[src/design/md5bc_pkg.sv]
// ----------------------------------------------------------------------------
// MD5 block compression package
// Shared types, initial value and per-round constant tables for the MD5
// compression datapath.
// ----------------------------------------------------------------------------
`default_nettype none

package md5bc_pkg;

  localparam int unsigned WordWidth  = 32;
  localparam int unsigned BlockWords = 16;
  localparam int unsigned RoundCount = 64;
  localparam int unsigned PosWidth   = $clog2(BlockWords);
  localparam int unsigned RoundWidth = $clog2(RoundCount);

  typedef logic [WordWidth-1:0]  word_t;
  typedef logic [PosWidth-1:0]   pos_t;
  typedef logic [RoundWidth-1:0] round_t;

  typedef struct packed {
    word_t a;
    word_t b;
    word_t c;
    word_t d;
  } md5_state_t;

  localparam word_t IvA = 32'h67452301;
  localparam word_t IvB = 32'hefcdab89;
  localparam word_t IvC = 32'h98badcfe;
  localparam word_t IvD = 32'h10325476;

  function automatic pos_t word_index(input round_t r);
    pos_t r4;
    pos_t idx;
    r4 = r[PosWidth-1:0];
    unique case (r[RoundWidth-1:RoundWidth-2])
      2'd0:    idx = r4;
      2'd1:    idx = pos_t'(r4 * 4'd5 + 4'd1);
      2'd2:    idx = pos_t'(r4 * 4'd3 + 4'd5);
      default: idx = pos_t'(r4 * 4'd7);
    endcase
    return idx;
  endfunction

  function automatic logic [4:0] rot_amount(input round_t r);
    logic [4:0] s;
    unique case ({r[RoundWidth-1:RoundWidth-2], r[1:0]})
      4'h0:    s = 5'd7;
      4'h1:    s = 5'd12;
      4'h2:    s = 5'd17;
      4'h3:    s = 5'd22;
      4'h4:    s = 5'd5;
      4'h5:    s = 5'd9;
      4'h6:    s = 5'd14;
      4'h7:    s = 5'd20;
      4'h8:    s = 5'd4;
      4'h9:    s = 5'd11;
      4'ha:    s = 5'd16;
      4'hb:    s = 5'd23;
      4'hc:    s = 5'd6;
      4'hd:    s = 5'd10;
      4'he:    s = 5'd15;
      default: s = 5'd21;
    endcase
    return s;
  endfunction

  function automatic word_t sine_const(input round_t r);
    word_t k;
    unique case (r)
      6'd0:    k = 32'hd76aa478;
      6'd1:    k = 32'he8c7b756;
      6'd2:    k = 32'h242070db;
      6'd3:    k = 32'hc1bdceee;
      6'd4:    k = 32'hf57c0faf;
      6'd5:    k = 32'h4787c62a;
      6'd6:    k = 32'ha8304613;
      6'd7:    k = 32'hfd469501;
      6'd8:    k = 32'h698098d8;
      6'd9:    k = 32'h8b44f7af;
      6'd10:   k = 32'hffff5bb1;
      6'd11:   k = 32'h895cd7be;
      6'd12:   k = 32'h6b901122;
      6'd13:   k = 32'hfd987193;
      6'd14:   k = 32'ha679438e;
      6'd15:   k = 32'h49b40821;
      6'd16:   k = 32'hf61e2562;
      6'd17:   k = 32'hc040b340;
      6'd18:   k = 32'h265e5a51;
      6'd19:   k = 32'he9b6c7aa;
      6'd20:   k = 32'hd62f105d;
      6'd21:   k = 32'h02441453;
      6'd22:   k = 32'hd8a1e681;
      6'd23:   k = 32'he7d3fbc8;
      6'd24:   k = 32'h21e1cde6;
      6'd25:   k = 32'hc33707d6;
      6'd26:   k = 32'hf4d50d87;
      6'd27:   k = 32'h455a14ed;
      6'd28:   k = 32'ha9e3e905;
      6'd29:   k = 32'hfcefa3f8;
      6'd30:   k = 32'h676f02d9;
      6'd31:   k = 32'h8d2a4c8a;
      6'd32:   k = 32'hfffa3942;
      6'd33:   k = 32'h8771f681;
      6'd34:   k = 32'h6d9d6122;
      6'd35:   k = 32'hfde5380c;
      6'd36:   k = 32'ha4beea44;
      6'd37:   k = 32'h4bdecfa9;
      6'd38:   k = 32'hf6bb4b60;
      6'd39:   k = 32'hbebfbc70;
      6'd40:   k = 32'h289b7ec6;
      6'd41:   k = 32'heaa127fa;
      6'd42:   k = 32'hd4ef3085;
      6'd43:   k = 32'h04881d05;
      6'd44:   k = 32'hd9d4d039;
      6'd45:   k = 32'he6db99e5;
      6'd46:   k = 32'h1fa27cf8;
      6'd47:   k = 32'hc4ac5665;
      6'd48:   k = 32'hf4292244;
      6'd49:   k = 32'h432aff97;
      6'd50:   k = 32'hab9423a7;
      6'd51:   k = 32'hfc93a039;
      6'd52:   k = 32'h655b59c3;
      6'd53:   k = 32'h8f0ccc92;
      6'd54:   k = 32'hffeff47d;
      6'd55:   k = 32'h85845dd1;
      6'd56:   k = 32'h6fa87e4f;
      6'd57:   k = 32'hfe2ce6e0;
      6'd58:   k = 32'ha3014314;
      6'd59:   k = 32'h4e0811a1;
      6'd60:   k = 32'hf7537e82;
      6'd61:   k = 32'hbd3af235;
      6'd62:   k = 32'h2ad7d2bb;
      default: k = 32'heb86d391;
    endcase
    return k;
  endfunction

endpackage

`default_nettype wire

[src/design/md5bc_round.sv]
// ----------------------------------------------------------------------------
// MD5 round datapath
// One MD5 round: round function, additive constant, message word, rotate
// and the register shuffle of the four working words.
// ----------------------------------------------------------------------------
`default_nettype none

module md5bc_round (
  input  var md5bc_pkg::md5_state_t state_i,
  input  var md5bc_pkg::word_t      word_i,
  input  var md5bc_pkg::round_t     round_i,
  output var md5bc_pkg::md5_state_t state_o
);

  md5bc_pkg::word_t mix;
  md5bc_pkg::word_t sum;
  md5bc_pkg::word_t rotated;
  logic [4:0]       shamt;

  always_comb begin
    unique case (round_i[md5bc_pkg::RoundWidth-1:md5bc_pkg::RoundWidth-2])
      2'd0:    mix = (state_i.b & state_i.c) | (~state_i.b & state_i.d);
      2'd1:    mix = (state_i.b & state_i.d) | (state_i.c & ~state_i.d);
      2'd2:    mix = state_i.b ^ state_i.c ^ state_i.d;
      default: mix = state_i.c ^ (state_i.b | ~state_i.d);
    endcase
  end

  assign shamt   = md5bc_pkg::rot_amount(round_i);
  assign sum     = state_i.a + mix + word_i + md5bc_pkg::sine_const(round_i);
  assign rotated = (sum << shamt) | (sum >> (6'd32 - {1'b0, shamt}));

  assign state_o.a = state_i.d;
  assign state_o.b = state_i.b + rotated;
  assign state_o.c = state_i.b;
  assign state_o.d = state_i.c;

endmodule

`default_nettype wire

[src/design/md5_block_compress_unit.sv]
// ----------------------------------------------------------------------------
// MD5 block compression unit
// Gathers sixteen padded message words into a block, runs the 64 MD5 rounds
// on one shared round datapath and adds the result into the chaining value.
// ----------------------------------------------------------------------------
// Usage: an item (message_word_i, starts_message_i) is taken at a rising edge
// with start high and busy low. starts_message_i on a word reloads the MD5
// initial value and makes that word the first of a new block.
// Words one to fifteen of a block are stored and busy stays low.
// The sixteenth word starts the compression: the round datapath is used once
// per cycle through the 64 rounds, then a final step adds the working words
// into the chaining value, with busy high throughout. The next cycle done_o
// pulses for one cycle with the four chaining words on chain_word_*_o.
// No word is taken while a block is being compressed, since all rounds share
// the single round datapath. The receiver cannot stall; a result is
// shown for exactly one cycle. Reset loads the initial value, clears the
// word position and leaves the block storage undefined until written.
// ----------------------------------------------------------------------------
`default_nettype none

module md5_block_compress_unit (
  input  var logic             clk_i,
  input  var logic             rst_ni,
  input  var logic             start,
  output var logic             busy,
  input  var md5bc_pkg::word_t message_word_i,
  input  var logic             starts_message_i,
  output var logic             done_o,
  output var md5bc_pkg::word_t chain_word_a_o,
  output var md5bc_pkg::word_t chain_word_b_o,
  output var md5bc_pkg::word_t chain_word_c_o,
  output var md5bc_pkg::word_t chain_word_d_o
);

  typedef enum logic [1:0] {
    ST_IDLE,
    ST_ROUND,
    ST_FINAL
  } state_e;

  state_e                 state_q;
  md5bc_pkg::pos_t        pos_q;
  md5bc_pkg::round_t      round_q;
  logic                   done_q;
  md5bc_pkg::md5_state_t  cv_q;
  md5bc_pkg::md5_state_t  work_q;
  md5bc_pkg::word_t       block_q [md5bc_pkg::BlockWords];

  md5bc_pkg::md5_state_t  cv_d;
  md5bc_pkg::md5_state_t  round_next;
  md5bc_pkg::pos_t        wr_pos;
  logic                   accept;

  localparam md5bc_pkg::md5_state_t InitValue = '{
    a: md5bc_pkg::IvA, b: md5bc_pkg::IvB, c: md5bc_pkg::IvC, d: md5bc_pkg::IvD
  };

  assign busy   = (state_q != ST_IDLE);
  assign accept = start && !busy;
  assign wr_pos = starts_message_i ? '0 : pos_q;
  assign cv_d   = starts_message_i ? InitValue : cv_q;

  md5bc_round u_round (
    .state_i (work_q),
    .word_i  (block_q[md5bc_pkg::word_index(round_q)]),
    .round_i (round_q),
    .state_o (round_next)
  );

  always_ff @(posedge clk_i) begin
    if (accept) begin
      block_q[wr_pos] <= message_word_i;
    end
    unique case (state_q)
      ST_IDLE: begin
        if (accept && (wr_pos == md5bc_pkg::pos_t'(md5bc_pkg::BlockWords - 1))) begin
          work_q <= cv_d;
        end
      end
      ST_ROUND: work_q <= round_next;
      default:  work_q <= work_q;
    endcase
  end

  always_ff @(posedge clk_i or negedge rst_ni) begin
    if (!rst_ni) begin
      state_q <= ST_IDLE;
      pos_q   <= '0;
      round_q <= '0;
      done_q  <= 1'b0;
      cv_q    <= InitValue;
    end else begin
      done_q <= 1'b0;
      unique case (state_q)
        ST_IDLE: begin
          if (accept) begin
            cv_q  <= cv_d;
            pos_q <= wr_pos + 1'b1;
            if (wr_pos == md5bc_pkg::pos_t'(md5bc_pkg::BlockWords - 1)) begin
              round_q <= '0;
              state_q <= ST_ROUND;
            end
          end
        end
        ST_ROUND: begin
          round_q <= round_q + 1'b1;
          if (round_q == md5bc_pkg::round_t'(md5bc_pkg::RoundCount - 1)) begin
            state_q <= ST_FINAL;
          end
        end
        default: begin
          cv_q.a  <= cv_q.a + work_q.a;
          cv_q.b  <= cv_q.b + work_q.b;
          cv_q.c  <= cv_q.c + work_q.c;
          cv_q.d  <= cv_q.d + work_q.d;
          done_q  <= 1'b1;
          state_q <= ST_IDLE;
        end
      endcase
    end
  end

  assign done_o         = done_q;
  assign chain_word_a_o = cv_q.a;
  assign chain_word_b_o = cv_q.b;
  assign chain_word_c_o = cv_q.c;
  assign chain_word_d_o = cv_q.d;

  // The result strobe only follows the chaining update.
  a_done_after_final: assert property (@(posedge clk_i) disable iff (!rst_ni)
    done_q |-> $past(state_q == ST_FINAL))
    else $error("done without a preceding final add");

  // The sixteenth word of a block starts the rounds.
  a_last_word_starts: assert property (@(posedge clk_i) disable iff (!rst_ni)
    (accept && !starts_message_i && (pos_q == md5bc_pkg::pos_t'(md5bc_pkg::BlockWords - 1)))
    |=> (state_q == ST_ROUND) && (round_q == '0))
    else $error("last word did not start compression");

  // The word position wraps to zero for the duration of a compression.
  a_pos_zero_busy: assert property (@(posedge clk_i) disable iff (!rst_ni)
    busy |-> (pos_q == '0))
    else $error("word position not cleared while busy");

  // No result is presented while a block is still being compressed.
  a_done_idle: assert property (@(posedge clk_i) disable iff (!rst_ni)
    done_q |-> !busy)
    else $error("result strobe while busy");

  // The final add follows exactly the last round.
  a_final_after_rounds: assert property (@(posedge clk_i) disable iff (!rst_ni)
    (state_q == ST_FINAL) |-> $past(state_q == ST_ROUND)
      && ($past(round_q) == md5bc_pkg::round_t'(md5bc_pkg::RoundCount - 1)))
    else $error("final add entered early");

endmodule

`default_nettype wire
[config.mk]
export PLATFORM = sky130hd
export DESIGN_NAME = md5_block_compress_unit
export DESIGN_NICKNAME = d
export VERILOG_FILES = /design/src/design/md5bc_pkg.sv /design/src/design/md5bc_round.sv /design/src/design/md5_block_compress_unit.sv
export SDC_FILE = /design/constraint.sdc
export NUM_CORES = 2
export LEC_CHECK = 0
export ABC_CLOCK_PERIOD_IN_PS = 12200
export BUFFER_PORTS_ARGS = -buffer_cell sky130_fd_sc_hd__buf_2
export CAP_MARGIN = 20
export CORE_AREA = 2 2 545 384
export DETAILED_ROUTE_END_ITERATION = 8
export DIE_AREA = 0 0 547 386
export SLEW_MARGIN = 20
export SYNTH_ARGS = -nofsm -noshare
export SYNTH_HDL_FRONTEND = slang
export SYNTH_HIERARCHICAL = 1
export SYNTH_SLANG_ARGS = --single-unit
[constraint.sdc]
create_clock -name clk_i -period 12.2 [get_ports clk_i]
set_input_delay 0.61 -clock clk_i [delete_from_list [all_inputs] [get_ports clk_i]]
set_output_delay 0.61 -clock clk_i [all_outputs]
set_load 0.02 [all_outputs]
==> insert_results.sql <==
INSERT INTO impl_metrics (metric_group, metric, value, unit) VALUES
('floorplanning', 'die_span_in_x', '547', 'µm'),
('synth', 'post_synth_instance_area', '51270', 'µm²'),
('power_and_ir_drop', 'share_comb_of_total_power', '0.270', ''),
('min_path', 'hold_path_startpoint', 'message_word_i[19]', ''),
('route', 'drt-total-wl', '185400', 'µm'),
('critical_path', 'crit_slowest_cell', 'sky130_fd_sc_hd__mux4_4', ''),
('critical_path', 'setup.worst_path.end_class', 'register', ''),
('floorplanning', 'floorplan.io_pins', '166', ''),
('route', 'topRoutingLayerUsed', 'met5', ''),
('power_and_ir_drop', 'switching_share', '0.3245', ''),
('placement', 'numPlacedInstances', '7564', ''),
('synth', 'synth.lib_cells_used.distinct', '109', ''),
('timing', 'setup_viol_count_final', '0', ''),
('timing', 'fin_worst_skew', '0.03458', 'ns'),
('clock_tree', 'clock_tree_from_tritoncts', 'yes', ''),
('clock_tree', 'number_of_cells_upsized_or_downsized_after_cts', '0', ''),
('synth', 'synthDominantAreaCellType', 'sky130_fd_sc_hd__edfxtp_1', ''),
('finish', 'final_common_cell', 'sky130_fd_sc_hd__edfxtp_1', ''),
('synth', 'synthesis.yosys.warnings', '6', ''),
('timing', 'final.min_clock_period', '11.37', 'ns'),
('placement', 'numPortBuffers', '165', ''),
('timing', 'timing_worst_slew_pin_value', '1.174', 'ns'),
('power_and_ir_drop', 'cellInternalPower', '5.259', 'mW'),
('timing', 'report.final.hold_viol_count', '0', ''),
('synth', 'syn_avg_cell_area', '10.49', 'µm²'),
('critical_path', 'crit_family', 'compound AO/OA/AOI/OAI gates', ''),
('synth', 'synthesis.nets', '5207', ''),
('finish', 'layout.nets', '5208', ''),
('finish', 'insertedDiodeCount', '0', ''),
('min_path', 'hold_critical_path_endpoint', 'block_q[15][19]$_DFFE_PP_', ''),
('synth', 'async_flop_share', '0.1805', ''),
('global_route', 'overflow', '0', ''),
('floorplanning', 'initial_core_util', '0.2483', ''),
('clock_tree', 'root_buffer', 'sky130_fd_sc_hd__clkbuf_16', ''),
('power_and_ir_drop', 'clockPowerShare', '0.354', ''),
('global_route', 'global_route.usage.total', '0.1708', ''),
('critical_path', 'crit_start_category', 'register', ''),
('floorplanning', 'fp.coreArea', '206500', 'µm²'),
('route', 'route.antenna.remaining_nets', '0', ''),
('critical_path', 'criticalPathCategory', 'register to register', ''),
('finish', 'drive_gt1_frac', '0.1583', ''),
('clock_tree', 'cts_num_sinks', '781', ''),
('critical_path', 'reg2regPathDepth', '40', ''),
('power_and_ir_drop', 'power_density', '134.4', 'nW/µm²'),
('route', 'wl_per_cell', '23.97', 'µm'),
('critical_path', 'crit_buf_inv', '5', ''),
('finish', 'syn2layout_area_growth', '12.98', '%'),
('critical_path', 'cpPeakStageDelay', '0.91', 'ns'),
('synth', 'netlist_top_cells_area', 'sky130_fd_sc_hd__edfxtp_1, sky130_fd_sc_hd__mux4_2, sky130_fd_sc_hd__ha_1', ''),
('critical_path', 'worstReg2RegEnd', 'work_q[94]$_DFFE_PP_', ''),
('timing', 'timing.hold.ws', '0.2613', 'ns'),
('timing', 'timing.slew.headroom', '0.2109', ''),
('critical_path', 'reg2reg_setup_slack', '0.83', 'ns'),
('synth', 'synth_top_area_share', '0.3748', ''),
('power_and_ir_drop', 'worst_ir_drop_vdd', '0.1098', 'mV'),
('synth', 'yosys_register_bits', '781', ''),
('clock_tree', 'clockBufferDepth', '3', ''),
('critical_path', 'crit_required', '12.64', 'ns'),
('global_route', 'number_of_antenna_violations_at_the_first_check_in_global_routing', '17', ''),
('route', 'detail_route.iter0.violations', '5475', ''),
('flow_run', 'max-cap-violations', '0', ''),
('clock_tree', 'cts.htree.levels', '3', ''),
('global_route', 'grt_pass1_wl', '270300', 'µm'),
('critical_path', 'worstReg2RegStart', 'round_q[0]$_DFFE_PN0P_', ''),
('power_and_ir_drop', 'leakage_power_total', '20.99', 'nW'),
('critical_path', 'worst-path-max-fanout', '28', ''),
('timing', 'setup_tns', '0', 'ns'),
('outcome', 'outcome', 'complete, no violations', ''),
('route', 'detail_route.wirelength.met1', '82670', 'µm'),
('clock_tree', 'cts.reportedPaths.clkPinSlew', '0.06', 'ns'),
('power_and_ir_drop', 'seq_power_share', '0.376', '');
-- metrics by stage --
| step | util | setup slack [ns] | power, mW | cell area, µm² |
|---|---|---|---|---|
| after floorplan | - | 0.7632 | 4.397 | 51270 |
| after global placement | 0.2658 | 1.020 | 5.034 | 54890 |
| after detailed placement | 0.2659 | 0.9793 | 5.027 | 54910 |
| after CTS | 0.2805 | 0.9715 | 7.802 | 57930 |
| after global routing | 0.2805 | 0.1867 | 8.110 | 57930 |
| final | 0.2805 | 0.8281 | 7.786 | 57930 |
-- cells in the mapped netlist (64+ instances only) --
cell type and n:
sky130_fd_sc_hd__clkbuf_1 213, sky130_fd_sc_hd__nand2b_1 99, sky130_fd_sc_hd__inv_1 171, sky130_fd_sc_hd__nand3_1 121
sky130_fd_sc_hd__ha_1 215, sky130_fd_sc_hd__nand2_1 459, sky130_fd_sc_hd__a211oi_1 88, sky130_fd_sc_hd__xnor2_1 126
sky130_fd_sc_hd__a21oi_1 390, sky130_fd_sc_hd__nor2_1 355, sky130_fd_sc_hd__dfstp_2 64, sky130_fd_sc_hd__dfrtp_1 77
sky130_fd_sc_hd__nor2b_1 64, sky130_fd_sc_hd__o211ai_1 97, sky130_fd_sc_hd__edfxtp_1 640, sky130_fd_sc_hd__xor2_1 77
sky130_fd_sc_hd__mux2i_1 97, sky130_fd_sc_hd__a21o_1 94, sky130_fd_sc_hd__o21ai_0 406, sky130_fd_sc_hd__mux4_2 150
sky130_fd_sc_hd__fa_1 69, sky130_fd_sc_hd__buf_4 98
-- sequential cells by signal, summed over array words and instances, names as in the netlist --
name and count:
chain_word_d_o 32, block_q 512, chain_word_a_o 32, chain_word_c_o 32, done_o 1, chain_word_b_o 32, round_q 6, state_q 2
pos_q 4, work_q 128
-- power by group through the flow --
stage / sequential (mW) / combinational [mW] / clock, mW
2_1_floorplan: 2.98 / 1.42 / 0
3_3_place_gp: 2.98 / 2.06 / 0
3_5_place_dp: 2.98 / 2.05 / 0
4_1_cts: 2.92 / 2.06 / 2.82
5_1_grt: 2.93 / 2.27 / 2.91
6_report: 2.92 / 2.10 / 2.76
-- area by class of cell --
type | count | area, µm² | area share
sequential | 781 | 22840 | 0.3943
clock inverter | 60 | 615.6 | 0.01063
tap | 2769 | 3465 | 0.05981
multi-input combinational | 3550 | 26050 | 0.4496
clock buffer | 109 | 2396 | 0.04136
timing repair buffer | 287 | 1894 | 0.03270
inverter | 178 | 668.1 | 0.01153
-- how the worst max path moves through the flow --
stage	depth (start not counted)	startpoint	slack [ns]	to
finish	40	round_q[0]$_DFFE_PN0P_	0.83	work_q[94]$_DFFE_PP_
global route	41	round_q[0]$_DFFE_PN0P_	0.19	work_q[94]$_DFFE_PP_
CTS	40	round_q[0]$_DFFE_PN0P_	0.97	work_q[94]$_DFFE_PP_
detailed placement	40	round_q[0]$_DFFE_PN0P_	0.98	work_q[94]$_DFFE_PP_
global placement	41	round_q[0]$_DFFE_PN0P_	1.02	work_q[94]$_DFFE_PP_
floorplan	4	start	0.76	round_q[0]$_DFFE_PN0P_
-- per-layer routing --
| metal | up-vias | track usage |
|---|---|---|
| met1 | 20480 | 0.2474 |
| met4 | 4 | 0.05178 |
| met2 | 1989 | 0.2586 |
| li1 | 18190 | - |
| met5 | - | 0 |
| met3 | 276 | 0.02891 |
-- worst reg2reg max path, delay by kind of cell (launching register included) --
family | cells | cell delay, ns
AO/OA/AOI/OAI | 18 | 4.19
flip-flops | 1 | 0.48
AND/OR/NAND/NOR | 7 | 1.40
buffers and inverters | 5 | 0.72
adder cells (fa/ha/maj) | 7 | 2.78
multiplexers | 3 | 1.54
-- repair_timing --
| action | 4_1_cts | 5_1_grt |
|---|---|---|
| buffers inserted | 0 | 0 |
| endpoints found under the hold margin | 22 | 0 |
| hold buffers | 1 | 0 |
| setup endpoints to repair | 0 | 0 |
-- logic make-up (layout without fill, tap and decap cells) --
family / count (synthesis) / count (layout) / synth area share
AO/OA/AOI/OAI: 1459 / 1459 / 0.1793
AND/OR/NAND/NOR: 1339 / 1339 / 0.1210
flip-flops: 781 / 781 / 0.4452
buffers and inverters: 556 / 634 / 0.05064
adder cells (fa/ha/maj): 284 / 284 / 0.07941
multiplexers: 262 / 262 / 0.08878
XOR/XNOR: 206 / 206 / 0.03563
Power figures use the tool's default switching activity.
